--- src/design/obsp_pkg.sv ---
package obsp_pkg;

   // register indexes of the configuration port
   localparam logic [1:0] CSR_WIDTH     = 2'd0;
   localparam logic [1:0] CSR_HEIGHT    = 2'd1;
   localparam logic [1:0] CSR_THICKNESS = 2'd2;

   // reset values of the plane extents
   localparam logic [30:0] WIDTH_RESET     = 31'd65536;
   localparam logic [30:0] HEIGHT_RESET    = 31'd65536;
   localparam logic [15:0] THICKNESS_RESET = 16'd33;

   // queue depth between front and back
   localparam int QUEUE_DEPTH = 4;

   // iterations of the back end units
   localparam int SQRT_STEPS = 32;
   localparam int DIV_STEPS  = 63;

   typedef logic signed [31:0] fix_type;
   typedef logic [2:0][31:0] vec3_type;

   // one beat handed from front to back
   typedef struct packed {
      vec3_type corner;
      vec3_type pos;
      fix_type  bias;
   } item_type;

   typedef struct packed {
      logic     push;
      item_type item;
   } qpush_type;

   // clamp a wide signed value to signed 32 bits
   function automatic fix_type sat32(input logic signed [65:0] v);
      fix_type r;
      if (v > 66'sd2147483647) begin
         r = 32'sh7fffffff;
      end else if (v < -66'sd2147483648) begin
         r = 32'sh80000000;
      end else begin
         r = fix_type'(v[31:0]);
      end
      return r;
   endfunction

endpackage

--- src/design/obsp_queue.sv ---
module obsp_queue #(
   parameter int DEPTH = obsp_pkg::QUEUE_DEPTH
) (
   input  logic                 clock,
   input  logic                 reset,
   input  obsp_pkg::qpush_type  q_push,
   output logic                 q_ready,
   output logic                 pop,
   output obsp_pkg::item_type   head
);

   localparam int PTR_W = (DEPTH > 1) ? $clog2(DEPTH) : 1;
   localparam int CNT_W = $clog2(DEPTH + 1);

   obsp_pkg::item_type mem_ff [DEPTH];
   logic [PTR_W-1:0]   wr_ptr_ff, rd_ptr_ff;
   logic [CNT_W-1:0]   count_ff;
   logic               full;

   // the back end takes a beat whenever one is waiting
   assign full    = (count_ff == CNT_W'(DEPTH));
   assign pop     = (count_ff != '0);
   assign q_ready = !full || pop;
   assign head    = mem_ff[rd_ptr_ff];

   // pointers and fill count
   always_ff @(posedge clock) begin
      if (reset) begin
         wr_ptr_ff <= '0;
         rd_ptr_ff <= '0;
         count_ff  <= '0;
      end else begin
         if (q_push.push) begin
            wr_ptr_ff <= (wr_ptr_ff == PTR_W'(DEPTH - 1)) ? '0 : wr_ptr_ff + 1'b1;
         end
         if (pop) begin
            rd_ptr_ff <= (rd_ptr_ff == PTR_W'(DEPTH - 1)) ? '0 : rd_ptr_ff + 1'b1;
         end
         if (q_push.push && !pop) begin
            count_ff <= count_ff + 1'b1;
         end else if (!q_push.push && pop) begin
            count_ff <= count_ff - 1'b1;
         end
      end
   end

   // storage
   always_ff @(posedge clock) begin
      if (q_push.push) begin
         mem_ff[wr_ptr_ff] <= q_push.item;
      end
   end

   a_no_overflow: assert property (@(posedge clock) disable iff (reset)
      !(q_push.push && full && !pop))
      else $error("queue written while full");

   a_count_bound: assert property (@(posedge clock) disable iff (reset)
      count_ff <= CNT_W'(DEPTH))
      else $error("queue fill count out of range");

   a_count_step: assert property (@(posedge clock) disable iff (reset)
      (q_push.push && !pop) |=> (count_ff == $past(count_ff) + 1'b1))
      else $error("queue fill count did not follow a push");

endmodule

--- config.mk ---
export PLATFORM = sky130hd
export DESIGN_NAME = obsp_queue
export DESIGN_NICKNAME = d
export VERILOG_FILES = /design/src/design/obsp_pkg.sv /design/src/design/obsp_queue.sv
export SDC_FILE = /design/constraint.sdc
export NUM_CORES = 1
export LEC_CHECK = 0
export ABC_AREA = 0
export BUFFER_PORTS_ARGS = -buffer_cell sky130_fd_sc_hd__buf_2
export CAP_MARGIN = 10
export CORE_AREA = 2 2 257 259
export DETAILED_ROUTE_END_ITERATION = 16
export DIE_AREA = 0 0 259 261
export GPL_ROUTABILITY_DRIVEN = 0
export GPL_TIMING_DRIVEN = 0
export PLACE_DENSITY = 0.82
export SETUP_SLACK_MARGIN = 0.5
export SYNTH_ARGS = -nofsm -noshare
export SYNTH_HDL_FRONTEND = slang
export SYNTH_SLANG_ARGS = --single-unit
--- constraint.sdc ---
create_clock -name clock -period 6.48 [get_ports clock]
set_input_delay 0.324 -clock clock [delete_from_list [all_inputs] [get_ports clock]]
set_output_delay 0.324 -clock clock [all_outputs]
set_load 0.05 [all_outputs]
# == After elaboration in Yosys (flattened, before gate mapping) ==
# Memories as Yosys holds them, arrays and structs flattened. A register that Yosys moved wholly into a read port is not among the register bits.
# Cells that the tools add are included.
# totals
input_bits,227
mem_count,1
ram_bits,896
regBits,7
out_inout_bits,226
elab_cells,27
# classes
muxes,8
n_reduce_logical,8
eq_ne,3
addsub,4
# mem_list
name,words,word_bits,read_ports,rd_ports_with_merged_regs,wr,line_no,text
mem_ff,4,224,1,1,1,obsp_queue.sv:15,obsp_pkg::item_type mem_ff [DEPTH];
# op_table
cell,count
$mux 2,4
$mux 3,2
$add 2x1->2 const B,2
$eq 2x2->1 const B,2
$add 3x1->3 const B,1
$eq 3x3->1 const B,1
$logic_not 1->1,3
$reduce_bool 3->1,1
$sub 3x1->3 const B,1
$logic_and 1x1->1,2
$mux 1,2
$reduce_bool 2->1,1
$logic_or 1x1->1,1

# == Depth between registers and ports, before layout ==
# Gate-level depths: netlist of the first run.
# logic_depth
word_depth,4
ltp_mapped,5

# == Worst setup path after synthesis of the first run ==
# Ideal clock, no wire load.
# synth_timing
kind,flip-flop to flip-flop
from,register wr_ptr_ff[0]
to,"memory mem_ff[0][0] (netlist name), enable pin"
setup_ns,0.612
required_time_ns,5.868
n_path_buf,0
path_stages_with_launch,4
path_slack_ns,0.240
arrival_ns,5.628
cell_sequence,dfxtp_1 > inv_1 > ha_1 > and2_1
# synth_lines
element,line_no,text
"start, declared",obsp_queue.sv:16,"logic [PTR_W-1:0] wr_ptr_ff, rd_ptr_ff;"
"start signal, assigned",obsp_queue.sv:34,wr_ptr_ff <= (wr_ptr_ff == PTR_W'(DEPTH - 1)) ? '0 : wr_ptr_ff + 1'b1;
"end, declared",obsp_queue.sv:15,
# No word-level cell before the write port.

==> impl_results.md, run 1 <==
- Port bufs: 450
- Crit path launch type: register
- Post-synth EDFFs: 896
- DRT iter0 DRCs: 1457
- Yosys reg bits: 905
- Mapped Cells: 1218
- Status: completed
- CP max-delay cell: clkbuf_1
- Vias in the first global route: 17404
- Row Count: 94
- Share of layout cells above drive strength 1: 41.3%
- Filler cells: 4056
- P_leak: 14.1 nW
- # setup viols final: 0
- Crit path max fanout: 10
- Largest net degree at the start of global routing: 59
- Setup TNS: 0 ps
- Initial Util: 50.4%
- Total CTS buffers: 89
- Worst Tran Pin Value: 741 ps
- Die Area: 0.0676 mm^2
- Max-Cap Viols: 0
- Pins Over Slew Limit: 0
- Buf/Inv on CP: 4
- Max Buffers Root-to-Sink: 3
- Remaining DRCs: 0
- Placed cell count: 2548
- Initial antenna violation count: 10
- Sequential-to-total area share from yosys stat: 82.7%
- Final Net Count: 2232
- CTS tree: done
- Pwr Total: 0.0174 W
- Gr usage total: 22.0%
- Total wire length: 75.0 mm
- Mapped Nets: 1451
- Highest cell delay on the worst timing path: 610 ps
- Final number of hold-violating endpoints: 0
- CP delay by family, top: buffers and inverters
- P&R area growth vs syn: 26.7%
- Die span in x: 259 um
- Grt total ovfl: 0
- Worst R2R End: mem_ff[3][70]$_DFFE_PP_
- TritonRoute pass-1 iters: 6
- Critical Path AT: 3040 ps
- Post-synth ARST share: 0%
- Worst vdd ir: 0.000309 V
- DPL Wire Length: 42.7 mm
- Synth Flop Type: edfxtp_1
- Cell area after synthesis: 0.0328 mm^2
- Cells on Worst Hold Path: 2
- Vias per cell: 5.56
- Period Utilization, post-route: 51.9%
- I/O pin cnt: 453
- Max H-tree Level: 3
- Reg2reg start: wr_ptr_ff[0]$_SDFFE_PP0P_
- Yosys cell types: 22
- Final Skew: 23.5 ps
- Vias post-DR: 16304
- Syn Area/Cell: 26.9 um^2
- Worst-path clk slew: 60 ps
- Clock sink count: 905
- Antenna viol nets, final: 0
- Relative slew slack: 50.6%
- Worst R2R Path Depth: 4
- Min-delay worst type: in2reg
- WHS Endpoint: count_ff[0]$_SDFFE_PP0P_
- WL per Instance: 25.5 um
- Core ar.: 0.0650 mm^2
- Clk_lat worst skew: 630 ps
- R2r setup slk: 4190 ps
- Critical path class: reg2out
- Maximum clock rate: 0.297 GHz
- RSZ-0062 raised after global routing: false
- CP dominant cell by count: buf_2
- Cts hold-fix bufs: 224
- Die Span Y: 261 um
- Critical path capture point type: primary output
- Final Instance Count excl. Fillers: 2935
- Ys Warns: 0
- Crit-path cells: buf_2, clkbuf_1, buf_2, mux4_2, buf_2
- Post-layout min period: 3360 ps
- Clk root buf: clkbuf_16
- Post-CTS sizing: 0
- Global-route wire length before repair: 110 mm
- Setup bufs post-CTS: 0
- Data required, critical path: 6160 ps
- Worst Hold Launch: reset
- PwrDens: 419 mW/mm^2
==> sequential cells by signal (all words and copies together), names as in the netlist, named ones only <==
| name | count |
|---|---|
| count_ff | 3 |
| mem_ff | 896 |
| rd_ptr_ff | 2 |
| wr_ptr_ff | 2 |
==> per-layer routing <==
| metal | global-route usage (%) | share of wire, % |
|---|---|---|
| met2 | 37.9 | 53 |
| met1 | 27.0 | 36 |
| met4 | 6.78 | 2.4 |
| met5 | 0 | 0.13 |
| met3 | 6.36 | 8.5 |
==> cell usage after synthesis, types with 2 or more instances <==
cell	instances	area share [%]
a21oi_1	2	0.031
and2_1	4	0.076
buf_2	24	0.37
buf_6	19	0.65
clkbuf_1	8	0.092
dfxtp_1	9	0.55
edfxtp_1	896	82
ha_1	6	0.23
inv_1	3	0.034
mux2i_1	3	0.092
mux4_2	224	15
nor2_1	6	0.069
o21ai_0	2	0.031
or3_1	3	0.057
xor2_1	2	0.053
==> report_power, final <==
| group | internal, W | leakage (nW) | switching (W) |
|---|---|---|---|
| combinational | 0.00174 | 4.50 | 0.00400 |
| sequential | 0.00673 | 8.30 | 0.0000758 |
| clock | 0.00268 | 1.31 | 0.00217 |
==> area by class of cell <==
class	instances	area, um^2	share of cell area (%)
flip-flops and latches	905	27100	65.2
multi-input cells	258	5300	12.8
repair buffers	690	4920	11.9
clock buffers	118	2380	5.73
well taps	864	1080	2.60
plain buffers	52	372	0.895
clock inverters	42	355	0.856
inverters	3	11.3	0.0271
diodes	3	7.51	0.0181
==> stage by stage <==
| stage | hold WS [ps] | setup WS, ps | util [%] | cell area [um^2] |
|---|---|---|---|---|
| CTS | 6.42 | 2940 | 63.8 | 41500 |
| global route | 47.6 | 2980 | 63.8 | 41500 |
| finish | 40.1 | 3120 | 63.8 | 41500 |
| detailed placement | 503 | 3640 | 56.2 | 36500 |
| floorplan | 423 | 2740 | - | 32800 |
| global placement | 487 | 643 | 55.5 | 36100 |
==> logic make-up after synthesis <==
logic type	count (synthesis)	synth area share (%)
compound gates	5	0.0840
xor+xnor	2	0.0535
fa+ha+maj	6	0.229
buf+inv	55	1.17
flops	905	82.7
mux	228	15.5
other cells	1	0.0114
simple gates	16	0.248
==> cells in the final DEF, fill, tap and decap left out, types with 3 or more instances in the layout <==
master	count
buf_2	474
buf_16	14
dlygate4sd3_1	224
mux2i_1	3
ha_1	6
clkinv_1	18
mux4_2	224
inv_1	3
clkinvlp_4	5
dfxtp_1	9
edfxtp_1	896
nor2_1	6
buf_6	19
and2_4	4
clkbuf_16	91
clkinv_2	11
clkbuf_1	35
or3_1	3
diode_2	3
clkinv_16	3
==> how the worst max path moves through the flow <==
| stage | slack, ps | to | depth (start not counted) |
|---|---|---|---|
| 3_5_place_dp | 3640 | head[134] | 5 |
| 3_3_place_gp | 640 | mem_ff[3][184]$_DFFE_PP_ | 2 |
| 5_1_grt | 2980 | head[133] | 5 |
| 6_report | 3120 | head[134] | 5 |
| 2_1_floorplan | 2740 | mem_ff[3][0]$_DFFE_PP_ | 2 |
| 4_1_cts | 2940 | head[134] | 5 |
No activity file was read; power rests on OpenSTA's default activity.
==> inputs of run 2 (changes only) <==
--- a/config.mk
+++ b/config.mk
@@ -8,12 +8,12 @@
 export ABC_AREA = 0
 export BUFFER_PORTS_ARGS = -buffer_cell sky130_fd_sc_hd__buf_2
 export CAP_MARGIN = 10
-export CORE_AREA = 2 2 257 259
+export CORE_AREA = 2 2 254 256
 export DETAILED_ROUTE_END_ITERATION = 16
-export DIE_AREA = 0 0 259 261
+export DIE_AREA = 0 0 256 258
 export GPL_ROUTABILITY_DRIVEN = 0
 export GPL_TIMING_DRIVEN = 0
-export PLACE_DENSITY = 0.82
+export PLACE_DENSITY = 0.81
 export SETUP_SLACK_MARGIN = 0.5
 export SYNTH_ARGS = -nofsm -noshare
 export SYNTH_HDL_FRONTEND = slang
==> constraint.sdc (replaced) <==
create_clock -name clock -period 3.3 [get_ports clock]
set_input_delay 0.165 -clock clock [delete_from_list [all_inputs] [get_ports clock]]
set_output_delay 0.165 -clock clock [all_outputs]
set_load 0.05 [all_outputs]
==> impl_results.md, run 2 (synthesis gave the netlist of run 1 again) <==
- Final Net Count: 2233 (was 2232)
- Share of layout cells above drive strength 1: 41.8% (was 41.3%)
- Post-layout min period: 2680 ps
- Clock sink count: 905 (unchanged)
- Vias in the first global route: 17873 (was 17404)
- Vias per cell: 5.61 (was 5.56)
- Worst Tran Pin Value: 794 ps (was 741 ps)
- P_leak: 14.2 nW (was 14.1 nW)
- Final Skew: 20.8 ps (was 23.5 ps)
- Pins Over Slew Limit: 0 (unchanged)
- Critical path class: reg2out (unchanged)
- Regs by FF count: mem_ff x896, count_ff x3 (unchanged)
- Largest net degree at the start of global routing: 59 (unchanged)
- DRT iter0 DRCs: 1482 (was 1457)
- P&R area growth vs syn: 27.1% (was 26.7%)
- PwrDens: 830 mW/mm^2 (was 419 mW/mm^2)
- Worst setup margin: 616 ps (was 3120 ps)
- Worst vdd ir: 0.000677 V (was 0.000309 V)
- Core ar.: 0.0636 mm^2 (was 0.0650 mm^2)
- Clk_lat worst skew: 630 ps (about the same)
- Max reg flops: 896 (unchanged)
- RSZ-0062 raised after global routing: false (unchanged)
- Max Buffers Root-to-Sink: 3 (unchanged)
- CTS tree: done (unchanged)
- Relative slew slack: 47.1% (was 50.6%)
- Initial Util: 51.5% (was 50.4%)
- Die Span Y: 258 um (was 261 um)
- Multi-input gate area: 0.00530 mm^2 (unchanged)
- DPL Wire Length: 42.4 mm (was 42.7 mm)
- Maximum clock rate: 0.373 GHz
- CP max-delay cell: clkbuf_1 (unchanged)
- Max-Cap Viols: 0 (unchanged)
- Gr usage total: 23.4% (was 22.0%)
- Most common cell after layout, fill and taps aside: edfxtp_1 (unchanged)
- Row Count: 93 (was 94)
- WL per Instance: 26.3 um (was 25.5 um)
- Initial antenna violation count: 13 (was 10)
- Placed cell count: 2539 (was 2548)
- DP Worst Slack: 519 ps (was 3640 ps)
- I/O pin cnt: 453 (unchanged)
- Critical path capture point type: primary output (unchanged)
- Vias post-DR: 16428 (was 16304)
- Total wire length: 76.8 mm (was 75.0 mm)
- TritonRoute pass-1 iters: 5 (was 6)
- Setup bufs post-CTS: 0 (unchanged)
- Port bufs: 450 (unchanged)
- Biggest register: mem_ff (unchanged)
- Min-delay worst type: in2reg (unchanged)
- Final Util: 65.4% (was 63.8%)
- Grt total ovfl: 0 (unchanged)
- Status: completed (unchanged)
- Worst-path clk slew: 60 ps (about the same)
- Final Instance Count excl. Fillers: 2926 (was 2935)
- FF/Latch Area: 0.0271 mm^2 (unchanged)
- Total CTS buffers: 88 (was 89)
- Die span in x: 256 um (was 259 um)
- Filler cells: 3841 (was 4056)
- Critical Path AT: 2520 ps (was 3040 ps)
- Clk root buf: clkbuf_16 (unchanged)
- # setup viols final: 0 (unchanged)
- Crit path max fanout: 10 (unchanged)
- Highest cell delay on the worst timing path: 640 ps (was 610 ps)
- Pwr Total: 0.0345 W (was 0.0174 W)
- Antenna viol nets, final: 0 (unchanged)
- Crit-path cells: clkbuf_4, clkbuf_1, mux4_2, buf_2 (was buf_2, clkbuf_1, buf_2, mux4_2, buf_2)
- Remaining DRCs: 0 (unchanged)
- Data required, critical path: 3130 ps (was 6160 ps)
- Max H-tree Level: 3 (unchanged)
- Worst hold slack: 288 ps (was 40.1 ps)
- Final number of hold-violating endpoints: 0 (unchanged)
- Period Utilization, post-route: 81.3%
- Most frequent cells in the layout: edfxtp_1, buf_2, dlygate4sd3_1 (was edfxtp_1, buf_2, mux4_2, dlygate4sd3_1, clkbuf_16)
- Die Area: 0.0660 mm^2 (was 0.0676 mm^2)
- Global-route wire length before repair: 114 mm (was 110 mm)
- Crit path launch type: register (unchanged)
## run 2: worst max-delay path: cells and delay by family, from the launching register on
kind                   cells  cell delay [ps]
flip-flops                 1              300
buffers and inverters      3             1140
multiplexers               1              460
## run 2: metrics by stage
stage / TNS, ps / area, um^2
global route: 0 / 41600
global placement: -362350 / 36100
CTS: 0 / 41600
finish: 0 / 41600
floorplan: 0 / 32800
detailed placement: 0 / 36500
## run 2: final cells by class
type	instances	area share, %
Antenna cell	5	0.0301
Timing Repair Buffer	692	11.9
Buffer	52	0.932
Multi-Input combinational cell	258	12.7
Clock buffer	104	5.43
Sequential cell	905	65.1
Clock inverter	52	1.30
Tap cell	855	2.57
Inverter	3	0.0271
## run 2: final timing paths
| kind | startpoint | end | slack (ps) | cells after the start |
|---|---|---|---|---|
| worst max-delay path | register | head[28] | 620 | 4 |
| worst min-delay path | q_push[78] | mem_ff[3][78]$_DFFE_PP_ | 290 | 2 |
| worst max register to register | wr_ptr_ff[0]$_SDFFE_PP0P_ | mem_ff[3][54]$_DFFE_PP_ | 1030 | 4 |
| worst min register to register | rd_ptr_ff[0]$_SDFFE_PP0P_ | rd_ptr_ff[0]$_SDFFE_PP0P_ | 500 | 2 |
## run 2: power breakdown
group          internal [W]  total [W]  switching (W)
logic               0.00344     0.0114        0.00792
registers            0.0132     0.0134       0.000156
clock network       0.00557    0.00981        0.00424
## run 2: per-layer routing
metal / GRT usage (%) / vias to the layer above / routed length (um)
met5: 0 / - / 110
met4: 8.56 / 16 / 2520
met3: 6.19 / 187 / 6970
met2: 41.7 / 910 / 41200
met1: 27.4 / 8445 / 26100
li1: - / 6870 / -
## run 2: repair_timing
item	in CTS	in global routing
hold endpoints to repair	905	0
hold buffers	226	0
gates cloned	0	0
resized for setup	5	3
endpoints found under the setup margin	102	95
==> inputs of run 3 (changes only) <==
--- a/config.mk
+++ b/config.mk
@@ -5,12 +5,12 @@
 export SDC_FILE = /design/constraint.sdc
 export NUM_CORES = 1
 export LEC_CHECK = 0
-export ABC_AREA = 0
+export ABC_AREA = 1
 export BUFFER_PORTS_ARGS = -buffer_cell sky130_fd_sc_hd__buf_2
 export CAP_MARGIN = 10
-export CORE_AREA = 2 2 254 256
+export CORE_AREA = 2 2 258 260
 export DETAILED_ROUTE_END_ITERATION = 16
-export DIE_AREA = 0 0 256 258
+export DIE_AREA = 0 0 260 262
 export GPL_ROUTABILITY_DRIVEN = 0
 export GPL_TIMING_DRIVEN = 0
 export PLACE_DENSITY = 0.81
==> constraint.sdc (replaced) <==
create_clock -name clock -period 2.61 [get_ports clock]
set_input_delay 0.1305 -clock clock [delete_from_list [all_inputs] [get_ports clock]]
set_output_delay 0.1305 -clock clock [all_outputs]
set_load 0.05 [all_outputs]
==> impl_results.md, run 3 <==
- CP dominant cell by count: buf_16
- Largest net degree at the start of global routing: 37 (was 59)
- Buf/Inv on CP: 6 (was 3)
- CP delay by family, top: buffers and inverters (unchanged)
- Max-Cap Viols: 0 (unchanged)
- Int Pwr: 0.0304 W (was 0.0222 W)
- Filler cells: 3864 (was 3841)
- Critical Path AT: 2390 ps (was 2520 ps)
- Clk root buf: clkbuf_16 (unchanged)
- Max reg flops: 896 (unchanged)
- Post-synth ARST share: 0% (unchanged)
- Yosys reg bits: 905 (unchanged)
- Clock sink count: 905 (unchanged)
- Worst Tran Pin Value: 1030 ps (was 794 ps)
- Sequential share of power: 32.4% (was 38.7%)
- Worst-path clk slew: 60 ps (about the same)
- Core ar.: 0.0653 mm^2 (was 0.0636 mm^2)
- WL per Instance: 26.2 um (was 26.3 um)
- Total wire length: 105 mm (was 76.8 mm)
- Mapped Nets: 2464 (was 1451)
- Dpl cell area: 0.0376 mm^2 (was 0.0365 mm^2)
- Die span in x: 260 um (was 256 um)
- Gr usage total: 28.0% (was 23.4%)
- Post-layout min period: 2520 ps
- Period Utilization, post-route: 96.7%
- P_leak: 16.0 nW (was 14.2 nW)
- Worst vdd ir: 0.000906 V (was 0.000677 V)
- Setup TNS: 0 ps (unchanged)
- Sequential-to-total area share from yosys stat: 80.3% (was 82.7%)
- Final Skew: 32.2 ps (was 20.8 ps)
- Crit-path cells: buf_12, buf_16, clkinv_16, buf_16, buf_8, o21ai_2, o22ai_2, buf_6 (was clkbuf_4, clkbuf_1, mux4_2, buf_2)
- Post-synth top cells: edfxtp_1, nor2_1, o21ai_0 (was edfxtp_1, mux4_2, buf_2)
- PwrDens: 1160 mW/mm^2 (was 830 mW/mm^2)
- Share of layout cells above drive strength 1: 29.0% (was 41.8%)
- Yosys cell types: 22 (unchanged)
- Switching pwr: 0.0216 W (was 0.0123 W)
- Clock power frac: 23.9% (was 28.4%)
- Worst hold slack: 240 ps (was 288 ps)
- DPL Wire Length: 56.9 mm (was 42.4 mm)
- Post-synth EDFFs: 896 (unchanged)
- Clk_lat worst skew: 660 ps (was 630 ps)
- Highest cell delay on the worst timing path: 350 ps (was 640 ps)
- CP max-delay cell: dfxtp_2 (was clkbuf_1)
- Total CTS buffers: 89 (was 88)
- Ys Warns: 0 (unchanged)
- RSZ-0062 raised after global routing: true (was false)
- Final Util: 68.7% (was 65.4%)
- Vias post-DR: 24264 (was 16428)
- Mapped Cells: 2231 (was 1218)
- Cell area after synthesis: 0.0337 mm^2 (was 0.0328 mm^2)
- P&R area growth vs syn: 32.9% (was 27.1%)
- Most frequent cells in the layout: edfxtp_1, nor2_1, o21ai_0 (was edfxtp_1, buf_2, dlygate4sd3_1)
- Crit path max fanout: 10 (unchanged)
- CTS tree: done (unchanged)
- Sw Ratio: 41.6% (was 35.7%)
- Port bufs: 451 (was 450)
- Maximum clock rate: 0.396 GHz
- Initial antenna violation count: 10 (was 13)
- Ranking of synthesized cells by area: edfxtp_1, o21ai_0, nor2_1 (was edfxtp_1, mux4_2, buf_6)
- Max Buffers Root-to-Sink: 3 (unchanged)
- Critical path class: reg2out (unchanged)
- Synth Flop Type: edfxtp_1 (unchanged)
- Final number of hold-violating endpoints: 0 (unchanged)
- I/O pin cnt: 453 (unchanged)
- TritonRoute pass-1 iters: 6 (was 5)
- Die Area: 0.0681 mm^2 (was 0.0660 mm^2)
- Critical path capture point type: primary output (unchanged)
- Min-delay worst type: in2reg (unchanged)
- Biggest register: mem_ff (unchanged)
- Die Span Y: 262 um (was 258 um)
- # setup viols final: 0 (unchanged)
- Yosys top cell by area: edfxtp_1 (unchanged)
- Data required, critical path: 2480 ps (was 3130 ps)
- Pins Over Slew Limit: 0 (unchanged)
- Syn Area/Cell: 15.1 um^2 (was 26.9 um^2)
- Most common cell after layout, fill and taps aside: edfxtp_1 (unchanged)
- Count leader, synth: edfxtp_1 (unchanged)
- Pwr Total: 0.0520 W (was 0.0345 W)
- Status: completed (unchanged)
- Vias per cell: 6.08 (was 5.61)
- Regs by FF count: mem_ff x896, count_ff x3 (unchanged)
- Fin area: 0.0448 mm^2 (was 0.0416 mm^2)
- Top cell type's share of synthesized area: 79.8% (was 82.1%)
- Remaining DRCs: 0 (unchanged)
- Global-route wire length before repair: 143 mm (was 114 mm)
- Crit path launch type: register (unchanged)
- Final Net Count: 3280 (was 2233)
- Relative slew slack: 31.2% (was 47.1%)
- Antenna viol nets, final: 0 (unchanged)
- DRT iter0 DRCs: 2944 (was 1482)
- Initial Util: 51.7% (was 51.5%)
- Grt total ovfl: 0 (unchanged)
- Row Count: 94 (was 93)
- Max H-tree Level: 3 (unchanged)
- Vias in the first global route: 24070 (was 17873)
- Comb pwr share: 43.7% (was 32.9%)
[run 3: cell count changes after synthesis, sizes merged, moves of 4 or more]
cell / before / now
buf: 44 / 88
clkbuf: 8 / 61
inv: 3 / 17
and2: 4 / 0
o21ai: 2 / 454
mux4: 224 / 0
nand2: 1 / 12
nor2: 6 / 456
o22ai: 0 / 224
[run 3: logic make-up after synthesis]
kind of cell,after synthesis,synth area share (%)
adders and majority gates,6,0.223
AOI/OAI and AO/OA,681,10.9
other,1,0.0111
DFF,905,80.3
and+or+nand+nor,472,5.27
buffers and inverters,166,3.28
[run 3: final timing paths]
check                                                from  cells after the start                        end  slack [ps]
worst max-delay path                             register                      8                  head[122]          90
worst min-delay path                          q_push[192]                      2   mem_ff[0][192]$_DFFE_PP_         240
worst max register to register  wr_ptr_ff[0]$_SDFFE_PP0P_                      8   mem_ff[2][169]$_DFFE_PP_         200
worst min register to register  wr_ptr_ff[1]$_SDFFE_PP0P_                      2  wr_ptr_ff[1]$_SDFFE_PP0P_         540
[run 3: final cells by class]
type	instances	area [um^2]	share of cell area, %
Antenna cell	8	20.0	0.0447
Buffer	149	1600	3.57
Timing Repair inverter	3	21.3	0.0474
Tap cell	864	1080	2.41
Multi-Input combinational cell	1160	6130	13.7
Timing Repair Buffer	722	5990	13.4
Clock inverter	52	440	0.982
Inverter	17	110	0.246
Clock buffer	112	2360	5.25
Sequential cell	905	27100	60.4
[run 3: power by group through the flow]
| stage | clock [W] | combinational [W] | sequential (W) |
|---|---|---|---|
| after floorplan | 0 | 0.0128 | 0.0172 |
| after global placement | 0 | 0.0179 | 0.0172 |
| after detailed placement | 0 | 0.0184 | 0.0171 |
| after CTS | 0.0123 | 0.0211 | 0.0168 |
| after global routing | 0.0130 | 0.0234 | 0.0169 |
| final | 0.0124 | 0.0227 | 0.0169 |
[run 3: repair_timing]
item | in CTS | in global routing
buffers inserted | 7 | 5
resized for setup | 388 | 298
pin swaps | 20 | 19
hold buffers | 227 | 0
hold endpoints to repair | 905 | 0
endpoints found under the setup margin | 565 | 607
cloned | 7 | 2
[run 3: layer usage]
layer / up-vias / global-route usage [%] / part of all wire [%]
met3: 353 / 7.09 / 11
li1: 10127 / - / -
met5: - / 0 / 0.043
met4: 6 / 12.9 / 5.1
met1: 11964 / 33.3 / 33
met2: 1814 / 48.3 / 51
[run 3: stage by stage]
stage               instances  worst slack [ps]
floorplan                2231             -1740
CTS                      3977               145
global route             3990              55.8
finish                   3992              86.7
global placement         3546             -4440
detailed placement       3572              3.07
